--- src/rtl/rca_pkg.sv ---
`default_nettype none

package rca_pkg;

  localparam int COEFF_BITS_DEF = 32;
  localparam int DATA_W         = 32;
  localparam int OP_W           = 3;
  localparam int CFG_IDX_W      = 2;

  typedef enum logic [OP_W-1:0] {
    OP_ADD    = 3'd0,
    OP_SUB    = 3'd1,
    OP_NEG    = 3'd2,
    OP_SMUL   = 3'd3,
    OP_SIGNAL = 3'd4
  } op_t;

  typedef enum logic [CFG_IDX_W-1:0] {
    CFG_RING_MODULUS  = 2'd0,
    CFG_SCALAR_FACTOR = 2'd1
  } cfg_idx_t;

  localparam logic [DATA_W-1:0] RING_MODULUS_RST  = 32'd3329;
  localparam logic [DATA_W-1:0] SCALAR_FACTOR_RST = 32'd1;

  typedef struct packed {
    logic [OP_W-1:0]   op;
    logic [DATA_W-1:0] coeff_a;
    logic [DATA_W-1:0] coeff_b;
    logic              last_in;
  } in_t;

  typedef struct packed {
    logic [DATA_W-1:0] coeff_out;
    logic              last_out;
  } out_t;

  // handshake state of the output register pair
  typedef struct packed {
    logic out_full;
    logic skid_full;
  } obuf_stat_t;

endpackage

`default_nettype wire

--- src/rtl/rca_outbuf.sv ---
`default_nettype none

// Output register with a skid stage; the pipeline runs while the skid is empty.
module rca_outbuf import rca_pkg::*; (
  input  wire logic clk,
  input  wire logic rst,
  input  wire logic push_valid,
  input  wire out_t push_data,
  output logic      en,
  output logic      out_valid,
  input  wire logic out_ready,
  output out_t      out_data,
  output obuf_stat_t stat
);

  logic ov, sv;
  out_t od, sd;
  logic pop, push;

  assign en   = !sv;
  assign pop  = ov && out_ready;
  assign push = en && push_valid;

  always_ff @(posedge clk) begin
    if (rst) begin
      ov <= 1'b0;
      sv <= 1'b0;
    end else begin
      if (pop) begin
        if (sv) begin
          sv <= 1'b0;
        end else if (!push) begin
          ov <= 1'b0;
        end
      end else if (push) begin
        if (!ov) begin
          ov <= 1'b1;
        end else begin
          sv <= 1'b1;
        end
      end
    end
  end

  always_ff @(posedge clk) begin
    if (pop) begin
      if (sv) begin
        od <= sd;
      end else if (push) begin
        od <= push_data;
      end
    end else if (push) begin
      if (!ov) begin
        od <= push_data;
      end else begin
        sd <= push_data;
      end
    end
  end

  assign out_valid      = ov;
  assign out_data       = od;
  assign stat.out_full  = ov;
  assign stat.skid_full = sv;

endmodule

`default_nettype wire

--- config.mk ---
export PLATFORM = sky130hd
export DESIGN_NAME = rca_outbuf
export DESIGN_NICKNAME = d
export VERILOG_FILES = /design/src/rtl/rca_pkg.sv /design/src/rtl/rca_outbuf.sv
export SDC_FILE = /design/constraint.sdc
export NUM_CORES = 1
export LEC_CHECK = 0
export ABC_AREA = 0
export BUFFER_PORTS_ARGS = -buffer_cell sky130_fd_sc_hd__buf_2
export CORE_MARGIN = 2
export CORE_UTILIZATION = 45
export DETAILED_ROUTE_END_ITERATION = 7
export GPL_TIMING_DRIVEN = 0
export PLACE_DENSITY = 0.79
export SYNTH_ARGS = -nofsm -noshare
export SYNTH_HDL_FRONTEND = slang
export SYNTH_SLANG_ARGS = --single-unit
--- constraint.sdc ---
create_clock -name clk -period 4.3 [get_ports clk]
set_input_delay 0.215 -clock clk [delete_from_list [all_inputs] [get_ports clk]]
set_output_delay 0.215 -clock clk [all_outputs]
set_load 0.01 [all_outputs]
Yosys cells after proc, flatten, opt, wreduce, memory -nomap -nowiden
Index checks and enable logic that the tools add are counted.
Word-level totals
  flip-flop bits (word level): 68
  output and inout bits: 37
  input port bits: 37
  word-level logic and storage cells: 29
Cells by class
  reduce and logical (&&, ||, !) cells: 10
  multiplexer cells: 9
  equal/unequal tests: 3
  bitwise gates (word level): 1
Operators by type and width (count)
  $mux W33: 5
  $reduce_and A3 Y1: 3
  $mux W1: 4
  $ne A2 B2 Y1 const B: 2
  $reduce_bool A2 Y1: 2
  $logic_and A1 B1 Y1: 2
  $ne A2 B1 Y1 const B: 1
  $reduce_and A2 Y1: 1
  $reduce_or A2 Y1: 1
  $logic_not A1 Y1: 1
  $not A1 Y1: 1

Longest topological paths before layout
  depth in word-level cells: 5
  depth in mapped cells: 5
  gate-level depth less buffers: 4

Worst setup path after synthesis
No wires, ideal clock.
  path kind: register to register
  start point: register ov (netlist: out_valid)
  end point: register od (netlist bit out_data[0]) (enable)
  stages on the path, launching flop included: 5
  library setup time: 0.464 ns
  setup slack: 0.708 ns
  data arrival time: 3.127 ns
  path buffers: 1
  required time: 3.836 ns
  clock period less this slack: 3.592 ns
  path through: dfxtp_1 -> buf_2 -> nand2_1 -> ha_1 -> nor3_1
On the way
  longest elaborated chain between the ends: 3
  elaborated cells on any way between the ends: 4
  classes of those cells: 1 x eq/ne; 3 x reduce/logical
Ends and longest elaborated chain
  from (decl): RTL line rca_outbuf.sv:16  | logic ov, sv;
  from (signal assigned): RTL line rca_outbuf.sv:26  | ov <= 1'b0;
  from (signal assigned): RTL line rca_outbuf.sv:33  | ov <= 1'b0;
  from (signal assigned): RTL line rca_outbuf.sv:37  | ov <= 1'b1;
  $logic_and A1 B1 Y1: RTL line rca_outbuf.sv:21  | assign pop = ov && out_ready;
  $ne A2 B1 Y1 (no source line) / $reduce_bool A2 Y1 (equally long branches)
  $reduce_and A3 Y1 (no source line) (*)
  to (signal assigned): RTL line rca_outbuf.sv:50  | od <= push_data;
  to (signal assigned): RTL line rca_outbuf.sv:54  | od <= push_data;
  to (decl): RTL line rca_outbuf.sv:17  | out_t od, sd;
Every way passes the cells marked *; elsewhere a longest branch is shown, timed or not.
A chain may end at the register's enable or synchronous reset.

Worst setup path after layout
  start point: register ov (netlist: out_valid)
  end point: register od (netlist bit out_data[17]) (enable)
Same word-level chain as after synthesis.

==> run_results.csv <==
group,metric,value,unit
power,intPower,1.05,mW
yosys,synthSimpleGateAreaFrac,1.84,%
critical_path,endpoint_kind,"flip-flop",
cts,h-tree-depth,3,
sta,fmax,448,MHz
yosys,yosysSeqAreaShare,76.2,%
detailed_routing,ant_nets,0,
power,pwr-share-comb,10.4,%
yosys,yosysTopAreaCellShare,74.7,%
yosys,synth_warnings,0,
sta,setup_viol,0,
grt,grt_pass1_wl,6.52,mm
detailed_routing,drc,0,
detailed_routing,via_count,1337,
placement,port_buffers,73,
power,power.switching,0.310,mW
finish,multiInputGateArea,587,sq um
sta,clock-skew-final,0.0145,ns
critical_path,startpoint_type,"flip-flop",
sta,timing.final.crit_period,2.23,ns
finish,layout-drive-gt1-share,61.1,%
power,p_clk_share,31.8,%
yosys,synth_top_family_by_area,"multiplexers",
grt,grt_pass1_vias,1347,
finish,area_growth,24.5,%
sta,hold_ws,0.0615,ns
critical_path,reg2reg_depth,6,
floorplanning,ios,74,
grt,grt_max_degree,34,
hold_path,hold_depth,2,
cts,tritoncts,"yes",
cts,hold_buffers,0,
status,status,"finished clean",
yosys,muxShareOfSynthArea,18.2,%
sta,hold_violations,0,
critical_path,worstPathMaxFanout,14,
cts,root_buffer,"clkbuf_8",
cts,clk_pin_slew,0.07,ns
placement,dpl.cell_count,267,
yosys,yosys_register_bits,68,
detailed_routing,avgRoutedWirePerCell,15.2,microns
yosys,syn-num-nets,158,
finish,ff_latch_area,2020,sq um
critical_path,arrival,2.26,ns
floorplanning,core,5610,sq um
sta,fin_setup_tns,0,ns
sta,slew_headroom,37.4,%
detailed_routing,first_pass_iters,4,
power,power_frac_seq,57.8,%
finish,fillCellCount,441,
detailed_routing,vias_per_cell,4.72,
grt,track_usage,14.0,%
hold_path,min_path_type,"input pin to flip-flop",
cts,cts_setup_buffers,0,
yosys,synth-xor-area-share,0,%
finish,num_antenna_cells,0,
placement,dp_hpwl,3.14,mm
grt,grt_overflow,0,
power,p_leak,1.37,nW
grt,antenna_found_initial,0,
yosys,synth_fa_ha_area_share,0.471,%
floorplanning,start_util,47.3,%
cts,cts_sinks,68,
sta,rsz0062_at_grt,"false",
power,netSwitchingFraction,22.8,%
sta,drv_slew,0,
run,drv_cap,0,
floorplanning,dieArea,6530,sq um
floorplanning,die_h,80.8,microns
yosys,ys_types,19,
critical_path,cp.required,4.33,ns
yosys,synth_compound_area_share,1.08,%
cts,ctsLongestPathBuffers,2,
power,peakVddDrop,0.200,mV
finish,mostFrequentLayoutCells,"74 x buf_2, 66 x edfxtp_1, 30 x mux2_4",
finish,fin_nets,244,
critical_path,critical_path_class,"flip-flop to flip-flop",
placement,gp_congestion,0.679,
yosys,synth_area_leaders,"edfxtp_1 75%, mux2_4 17%, dfxtp_1 1.5%",
cts,cts_buffers,9,
sta,worstMarginPinSlew,0.937,ns
sta,post-route-period-util,51.9,%
detailed_routing,drt_iter0_drc,85,
floorplanning,row_count,27,
yosys,postSynthAreaPerCell,22.1,sq um
yosys,synthCells,120,
detailed_routing,routed_wl,4.31,mm
yosys,yosysTopAreaCell,"edfxtp_1",
cts,worstSkewPairLatency,0.33,ns
floorplanning,die_x,80.8,microns
yosys,syn-cell-area,2650,sq um
cts,ctsResizeCount,0,
power,power.density,412,nW/um^2
finish,final_common_cell,"buf_2",
finish,final_cells,283,
critical path, cell delays in order (launching register included):
cell     delay (ns)
dfxtp_1        0.35
buf_2          0.19
nand2_1        0.08
ha_1           0.20
nor3_2         0.65
buf_6          0.26
buf_6          0.19
final cells by class:
class / count / area share [%]
buffer: 6 / 1.63
clock buffer: 11 / 3.98
clock inverter: 5 / 0.871
inverter: 1 / 0.114
multi-input combinational: 45 / 17.8
sequential: 68 / 61.2
tap: 72 / 2.73
timing repair buffer: 75 / 11.7
cells by family after synthesis:
group,after synthesis
DFF,68
muxes,33
buffers and inverters,7
and+or+nand+nor,7
AOI/OAI and AO/OA,4
adders and majority gates,1
routing by layer:
layer / part of all wire [%] / GRT usage, % / up-vias
met1: 43 / 16.6 / 633
met5: 0 / 0 / -
li1: - / - / 643
met2: 49 / 23.1 / 52
met3: 5.3 / 2.56 / 9
met4: 2.3 / 9.66 / 0
flip-flops by register name, indices dropped and copies added (netlist names):
register / count
out_valid: 1
out_data: 33
sd: 33
sv: 1
metrics by stage:
| step | total power, mW | cell area (sq um) | utilization (%) | setup WS [ns] |
|---|---|---|---|---|
| after floorplan | 0.879 | 2650 | - | 0.708 |
| after global placement | 0.936 | 3110 | 55.4 | -0.181 |
| after detailed placement | 0.946 | 3140 | 56.1 | 2.00 |
| after CTS | 1.38 | 3300 | 58.9 | 2.00 |
| after global routing | 1.41 | 3300 | 58.9 | 1.90 |
| final | 1.36 | 3300 | 58.9 | 2.07 |
cell usage after synthesis:
| cell type | count |
|---|---|
| buf_4 | 2 |
| o21bai_1 | 1 |
| ha_1 | 1 |
| a41oi_1 | 1 |
| buf_6 | 3 |
| a211oi_1 | 1 |
| nand3_4 | 1 |
| nor3_1 | 1 |
| edfxtp_1 | 66 |
| mux2_2 | 3 |
| inv_1 | 1 |
| mux2_4 | 30 |
| nand2_1 | 1 |
| nor2b_1 | 2 |
| nor2_1 | 1 |
| buf_2 | 1 |
| nand2b_1 | 1 |
| dfxtp_1 | 2 |
| a21oi_1 | 1 |
power groups by stage:
stage          combinational (mW)  sequential [mW]  clock (mW)
6_report                    0.142            0.786       0.433
5_1_grt                     0.154            0.790       0.468
4_1_cts                     0.145            0.787       0.446
3_5_place_dp                0.145            0.801           0
3_3_place_gp                0.133            0.803           0
2_1_floorplan              0.0616            0.817           0
worst paths after layout:
path	startpoint	to	slack [ns]
setup reg to reg	out_valid	out_data[17]	2.07
hold reg to reg	sd[19]	out_data[19]	0.54
setup / recovery	out_valid	out_data[17]	2.07
hold / removal	rst	sv	0.06
Power figures use the tool's default switching activity.
