===== src/rtl/rca_pkg.sv =====
`default_nettype none

package rca_pkg;

  localparam int COEFF_BITS_DEF = 32;
  localparam int DATA_W         = 32;
  localparam int OP_W           = 3;
  localparam int CFG_IDX_W      = 2;

  typedef enum logic [OP_W-1:0] {
    OP_ADD    = 3'd0,
    OP_SUB    = 3'd1,
    OP_NEG    = 3'd2,
    OP_SMUL   = 3'd3,
    OP_SIGNAL = 3'd4
  } op_t;

  typedef enum logic [CFG_IDX_W-1:0] {
    CFG_RING_MODULUS  = 2'd0,
    CFG_SCALAR_FACTOR = 2'd1
  } cfg_idx_t;

  localparam logic [DATA_W-1:0] RING_MODULUS_RST  = 32'd3329;
  localparam logic [DATA_W-1:0] SCALAR_FACTOR_RST = 32'd1;

  typedef struct packed {
    logic [OP_W-1:0]   op;
    logic [DATA_W-1:0] coeff_a;
    logic [DATA_W-1:0] coeff_b;
    logic              last_in;
  } in_t;

  typedef struct packed {
    logic [DATA_W-1:0] coeff_out;
    logic              last_out;
  } out_t;

  // handshake state of the output register pair
  typedef struct packed {
    logic out_full;
    logic skid_full;
  } obuf_stat_t;

endpackage

`default_nettype wire


===== src/rtl/rca_modred.sv =====
`default_nettype none

// Restoring reduction, one input bit per stage: rem = {rem, bit} mod q.
module rca_modred import rca_pkg::*; #(
  parameter int W     = COEFF_BITS_DEF,
  parameter int N     = COEFF_BITS_DEF,
  parameter int LANES = 1,
  parameter int SW    = 1
) (
  input  wire logic          clk,
  input  wire logic          rst,
  input  wire logic          en,
  input  wire logic          in_valid,
  input  wire logic [N-1:0]  in_val [LANES],
  input  wire logic [W-1:0]  q,
  input  wire logic [SW-1:0] in_side,
  output logic               out_valid,
  output logic [W-1:0]       out_rem [LANES],
  output logic [SW-1:0]      out_side
);

  logic [W-1:0]  rem  [N][LANES];
  logic [N-1:0]  sh   [N][LANES];
  logic [SW-1:0] side [N];
  logic          vld  [N];

  for (genvar k = 0; k < N; k++) begin : g_stage
    logic [W-1:0]  rem_prev [LANES];
    logic [N-1:0]  sh_prev  [LANES];
    logic [SW-1:0] side_prev;
    logic          vld_prev;
    logic [W-1:0]  rem_next [LANES];
    logic [N-1:0]  sh_next  [LANES];

    if (k == 0) begin : g_head
      always_comb begin
        for (int l = 0; l < LANES; l++) begin
          rem_prev[l] = '0;
          sh_prev[l]  = in_val[l];
        end
        side_prev = in_side;
        vld_prev  = in_valid;
      end
    end else begin : g_body
      always_comb begin
        for (int l = 0; l < LANES; l++) begin
          rem_prev[l] = rem[k-1][l];
          sh_prev[l]  = sh[k-1][l];
        end
        side_prev = side[k-1];
        vld_prev  = vld[k-1];
      end
    end

    always_comb begin
      logic [W:0] t;
      t = '0;
      for (int l = 0; l < LANES; l++) begin
        t = {rem_prev[l], sh_prev[l][N-1]};
        // rem_prev < q, so one subtract is enough
        if (t >= {1'b0, q}) begin
          t = t - {1'b0, q};
        end
        rem_next[l] = t[W-1:0];
        sh_next[l]  = sh_prev[l] << 1;
      end
    end

    always_ff @(posedge clk) begin
      if (rst) begin
        vld[k] <= 1'b0;
      end else if (en) begin
        vld[k] <= vld_prev;
      end
    end

    always_ff @(posedge clk) begin
      if (en) begin
        rem[k]  <= rem_next;
        sh[k]   <= sh_next;
        side[k] <= side_prev;
      end
    end
  end

  assign out_valid = vld[N-1];
  assign out_rem   = rem[N-1];
  assign out_side  = side[N-1];

endmodule

`default_nettype wire


===== config.mk =====
export PLATFORM = sky130hd
export DESIGN_NAME = rca_modred
export DESIGN_NICKNAME = d
export VERILOG_FILES = /design/src/rtl/rca_pkg.sv /design/src/rtl/rca_modred.sv
export SDC_FILE = /design/constraint.sdc
export NUM_CORES = 2
export LEC_CHECK = 0
export BUFFER_PORTS_ARGS = -buffer_cell sky130_fd_sc_hd__buf_2
export CAP_MARGIN = 20
export CORE_MARGIN = 2
export CORE_UTILIZATION = 45
export DETAILED_ROUTE_END_ITERATION = 12
export HOLD_SLACK_MARGIN = 0.03
export PLACE_DENSITY = 0.6
export SYNTH_ARGS = -nofsm -noshare
export SYNTH_HDL_FRONTEND = slang
export SYNTH_SLANG_ARGS = --single-unit

===== constraint.sdc =====
create_clock -name clk -period 10 [get_ports clk]
set_input_delay 0.5 -clock clk [delete_from_list [all_inputs] [get_ports clk]]
set_output_delay 0.5 -clock clk [all_outputs]
set_load 0.1 [all_outputs]

* Word level (Yosys, flattened, before mapping)
Memories as Yosys holds them, arrays and structs flattened.
Index checks and enable logic that the tools add are counted.
** Storage, ports and cells
- Register bits :: 0
- Output and inout bits :: 34
- Logic and storage cells :: 170
- Bits in writable memories :: 2080
- Memories kept :: 4
** Operators by class
- Mux-type cells :: 70
- Bitwise logic cells :: 32
- Order comparisons :: 32
- $add $sub $neg :: 32
** Memories
- rem :: depth 32, bits a word 32, read ports 32, clocked after Yosys merged registers in 0, wr ports 32, RTL line rca_modred.sv:22 : logic [W-1:0] rem [N][LANES];
- sh :: depth 32, bits a word 31, read ports 31, clocked after Yosys merged registers in 0, wr ports 32, RTL line rca_modred.sv:23 : logic [N-1:0] sh [N][LANES];
- side :: depth 32, bits a word 1, read ports 32, clocked after Yosys merged registers in 0, wr ports 32, RTL line rca_modred.sv:24 : logic [SW-1:0] side [N];
- vld :: depth 32, bits a word 1, read ports 32, clocked after Yosys merged registers in 0, wr ports 32, RTL line rca_modred.sv:25 : logic vld [N];
** Operators with widths (number)
- $mux W32 :: 32
- $ge A33 B32 Y1 :: 31
- $sub A32 B32 Y32 :: 31
- $mux W1 :: 38
- $ge A1 B32 Y1 :: 1
- $or A1 B1 Y1 :: 32
- $sub A1 B32 Y32 :: 1

* Logic depth before layout (Yosys ltp)
- Depth in word-level cells :: 4
- Depth in mapped cells :: 16
- Depth with buffers taken out :: 15

* Worst setup path after synthesis
OpenSTA, ideal clock, no wires.
- Kind :: input to register
- Start :: input port q[1]
- End :: memory rem[0][129] (netlist bit), data pin
- Data arrival time :: 5.422 ns
- Stages :: 13
- Path buffers :: 1
- Slack :: 4.316 ns
- Cells stage by stage :: inv_1 > ha_1 > nor2b_1 > o31a_1 > o311a_1 > a221o_1 > o21a_1 > nor3_2 > o31ai_1 > a31o_2 > a41oi_2 > buf_4 > mux2_1
** RTL lines
- from (decl) :: RTL line rca_modred.sv:15 : input wire logic [W-1:0] q,
- to (decl) :: RTL line rca_modred.sv:22

==> results <==
- Together, buffers and inverters on the worst path number 5.
- For this design, the CTS-stage hold fixing added 33 buffers.
- The first detailed-routing pass ran for 6 iterations.
- The worst setup path is of the in -> reg kind.
- The total area inside the core boundary comes to roughly 0.24 sq mm.
- The number of rows in the core area is around 180.
- Counting every net in the synthesized netlist gives around 11000.
- STA classifies the critical path startpoint as a primary input.
- The reported leakage power is approximately 47 nW.
- The total power per unit cell area is 369 mW/mm^2.
- Buffers added to address setup during post-CTS repair amount to 0.
- The number of vias after detailed routing is between 70000 and 80000.
- Measured against its own limit, the worst slew margin works out to a little under a third.
- The number of top-level pins is between 100 and 150.
- The final hold violation count is 0.
- The number of sinks on the clock net is roughly 1600.
- The largest vdd supply drop is around 0.00033 V.
- The share of synthesized area occupied by flip-flops and latches is between 40% and 50%.
- After detailed routing, the number of vias per cell comes to between 5 and 6.
- The first global-routing pass estimated between 400000 and 500000 um of wire.
- In this design, the critical path's most frequently occurring cell is sky130_fd_sc_hd__buf_4.
- The detailed placer's ending HPWL is around 210000 um.
- The number of global-route vias before repair is 77300.
- The die span in y is 492 um.
- The count of nets left with antenna violations once routing finished came out at 0.
- The actual transition at the worst max-transition pin is around 1.0 ns.
- The data arrival time of the critical path is approximately 5.6 ns.
- The critical path's largest stage delay is approximately 0.53 ns.
- The run finished with clean final reports.
- The final clock period utilization by the worst path is 50.0%.
- The minimum setup slack in the final design is approximately 5 ns.
- The total overflow reported by the global router is 0.
- The number of distinct standard cells referenced by the synthesized netlist is ~100.
- For this run, the share of the core covered by cells in the final layout is 50.0%.
- Leaving out filler cells and counting taps, the final layout contains 13500.
- Entering global routing, the biggest net connects 200 pins.
- The most instantiated flip-flop cell in the synthesis netlist is sky130_fd_sc_hd__edfxtp_1.
- The TritonCTS buffer count is about 190.
- The floorplan step set the die width to 492 um.
- The count of synthesis-stage warnings from yosys is 0.
- The die covers approximately 0.24 sq mm.
- The finished cells cover approximately 0.12 sq mm.
- The fraction of registers with async set or reset after synthesis is 0%.
- Wires add up to about 300000 um.
- The area growth from synthesis to layout is 10.6%.
- The later-pin clock latency in the skew report is 0.86 ns.
- The filler cell count is roughly 21000.
- The final setup violation count is 0.
- The worst-path maximum fanout is 54.
- Across all hold checks on the routed design, the worst slack comes to about 0.066 ns.
- The post-placement setup slack is ~4 ns.
- The clock root buffer is sky130_fd_sc_hd__clkbuf_16.
- The remaining design rule violation count is 0.
- Setup repair after global routing left no endpoint under its margin.
- The number of buffers between clock root and the deepest sink is 3.
- The clock slew at the register clock pins of the worst setup and hold paths is ~0.060 ns.
- The synthesized area divided by synthesized cell count is roughly 11 sq um.
- The number of cells upsized or downsized after cts is 0.
- The worst setup path is captured at a register.
- The average detailed-routed wire length per instance is roughly 22 um.
- The TritonCTS clock tree is built.
- The total of flip-flops plus latches after synthesis is around 1600.
- The count of nets after finishing is between 10000 and 15000.
- For this design, the slowest cell found on the critical path is sky130_fd_sc_hd__a211oi_1.
- The total count of max-transition violations in the final report is 0.
- The multi-input combinational cell area is ~0.057 sq mm.
- In the final layout, flip-flops and latches occupy about 0.048 sq mm.
- The total routing usage reported by global routing is 24.3%.
- Routability-driven placement finished with a final weighted congestion of 0.942.
- Input and output buffers added on the ports amount to around 100.
- The gate count of the mapped netlist is 9999.
- The tightest min-delay check is of the in -> reg type.
- The initial utilization of the core area, before any placement, comes to 45.2%.
- Static timing analysis puts the maximum clock frequency at around 200 MHz.
- The final worst clock skew is approximately 0.059 ns.
- Summed over all failing endpoints, the final setup total negative slack is 0 ns.
- The critical path goes through buf_2, inv_2, buf_4, buf_4, ha_1, a21oi_1, o21ai_0, a2111o_1, a211oi_1, o31a_1, nor2b_1, a21oi_1, o31ai_1, a41o_1, buf_4, mux2_2.
- The tool flagged a number of max-cap violations equal to 0.
- The maximum level of the CTS H-tree is 4.
- The number of antenna violations at the first check in global routing was 14.
- The layout cell share with drive strength beyond 1 is a little over a tenth.
- The number of placed instances, taps included is roughly 13000.
- Counting flops with a built-in enable in the synthesized netlist gives roughly 1600.
- Data on the critical path is required at its endpoint by 10.55 ns.
- The family with the most delay on the worst path is compound AO/OA/AOI/OAI gates.
- The first routing iteration left ~6300 violations.
- Counting I/O delays and the setup requirement, the final critical path takes 5.00 ns.
- The cell area after synthesis is 0.107 sq mm.
- The total power draw is roughly 44 mW.
- The standard cell area after detailed placement is between 0.1 and 0.15 sq mm.
[flip-flops by register name (all words and copies together) (netlist names)]
register and cells:
side 32, rem 1024, vld 32, sh 496
[cell usage in the layout, fill, tap and decap left out, types with 188 or more instances in the layout]
master                      Yosys  routed
sky130_fd_sc_hd__xnor2_1      513     513
sky130_fd_sc_hd__a21o_1       520     520
sky130_fd_sc_hd__o21ai_0      656     656
sky130_fd_sc_hd__nor2_1       596     596
sky130_fd_sc_hd__xor2_1       343     343
sky130_fd_sc_hd__edfxtp_1    1584    1584
sky130_fd_sc_hd__inv_1        308     277
sky130_fd_sc_hd__nand2_1      720     720
sky130_fd_sc_hd__mux2_2       472     472
sky130_fd_sc_hd__clkbuf_16      0     188
sky130_fd_sc_hd__ha_1         994     994
sky130_fd_sc_hd__a21oi_1     1007    1001
[path summary, 6_finish.rpt]
| check | from | endpoint | slack (ns) | cells after the start |
|---|---|---|---|---|
| setup / recovery | q[14] | rem[1][346]$_DFFE_PP_ | 5.00 | 16 |
| hold / removal | en | sh[0][21]$_DFFE_PP_ | 0.07 | 1 |
| setup reg to reg | rem[0][256]$_DFFE_PP_ | rem[0][303]$_DFFE_PP_ | 5.43 | 13 |
| hold reg to reg | sh[0][0]$_DFFE_PP_ | sh[0][32]$_DFFE_PP_ | 0.39 | 0 |
[synth_stat cells (64+ instances only)]
cell type | count | share of area, %
sky130_fd_sc_hd__a31oi_1 | 99 | 0.58
sky130_fd_sc_hd__xor2_1 | 343 | 2.8
sky130_fd_sc_hd__edfxtp_1 | 1584 | 44
sky130_fd_sc_hd__a21o_1 | 520 | 3.6
sky130_fd_sc_hd__o21a_1 | 121 | 0.85
sky130_fd_sc_hd__mux2_2 | 472 | 5.0
sky130_fd_sc_hd__o21ai_0 | 656 | 3.1
sky130_fd_sc_hd__nor3_1 | 122 | 0.57
sky130_fd_sc_hd__o21bai_1 | 119 | 0.83
sky130_fd_sc_hd__a21oi_1 | 1007 | 4.7
sky130_fd_sc_hd__nor2b_1 | 106 | 0.62
sky130_fd_sc_hd__nor2_1 | 596 | 2.1
sky130_fd_sc_hd__a21boi_0 | 64 | 0.45
sky130_fd_sc_hd__nand2_1 | 720 | 2.5
sky130_fd_sc_hd__ha_1 | 994 | 12
sky130_fd_sc_hd__nand3_1 | 182 | 0.85
sky130_fd_sc_hd__nand2b_1 | 127 | 0.74
sky130_fd_sc_hd__inv_1 | 308 | 1.1
sky130_fd_sc_hd__xnor2_1 | 513 | 4.2
sky130_fd_sc_hd__and3_1 | 98 | 0.57
sky130_fd_sc_hd__clkbuf_1 | 175 | 0.61
sky130_fd_sc_hd__a211oi_1 | 87 | 0.61
sky130_fd_sc_hd__nand4_1 | 134 | 0.78
[cell families (layout without fill, tap and decap cells)]
logic type               after synthesis  after routing  share of synthesized area (%)
other                                  0              5                              0
buffers and inverters                551            893                           2.04
AND/OR/NAND/NOR                     2325           2325                           10.3
flip-flops                          1584           1584                           44.4
multiplexers                         538            538                           5.72
adder cells (fa/ha/maj)             1025           1025                           12.2
XOR/XNOR                             856            856                           7.00
AO/OA/AOI/OAI                       3120           3120                           18.3
[layout make-up]
type                       instances  area share, %
multi-input combinational       7864           48.5
sequential                      1584           40.1
clock buffer                     222           4.08
tap                             3167           3.34
timing repair buffer             236           1.50
clock inverter                   127           1.42
inverter                         308          0.978
antenna                            5         0.0106
[power breakdown]
group	internal [mW]	total [mW]	switching, mW
registers	11.1	13.0	1.93
logic	10.4	23.4	13.0
clock network	4.31	7.23	2.92
total	25.8	43.7	17.8
[per-layer routing]
metal	vias up	global-route usage [%]	wire (um)
li1	38400	-	-
met1	38500	31.3	128000
met2	2303	41.1	144000
met3	600	3.27	17100
met4	4	9.75	13000
met5	-	0	17
Power figures use the tool's default switching activity.
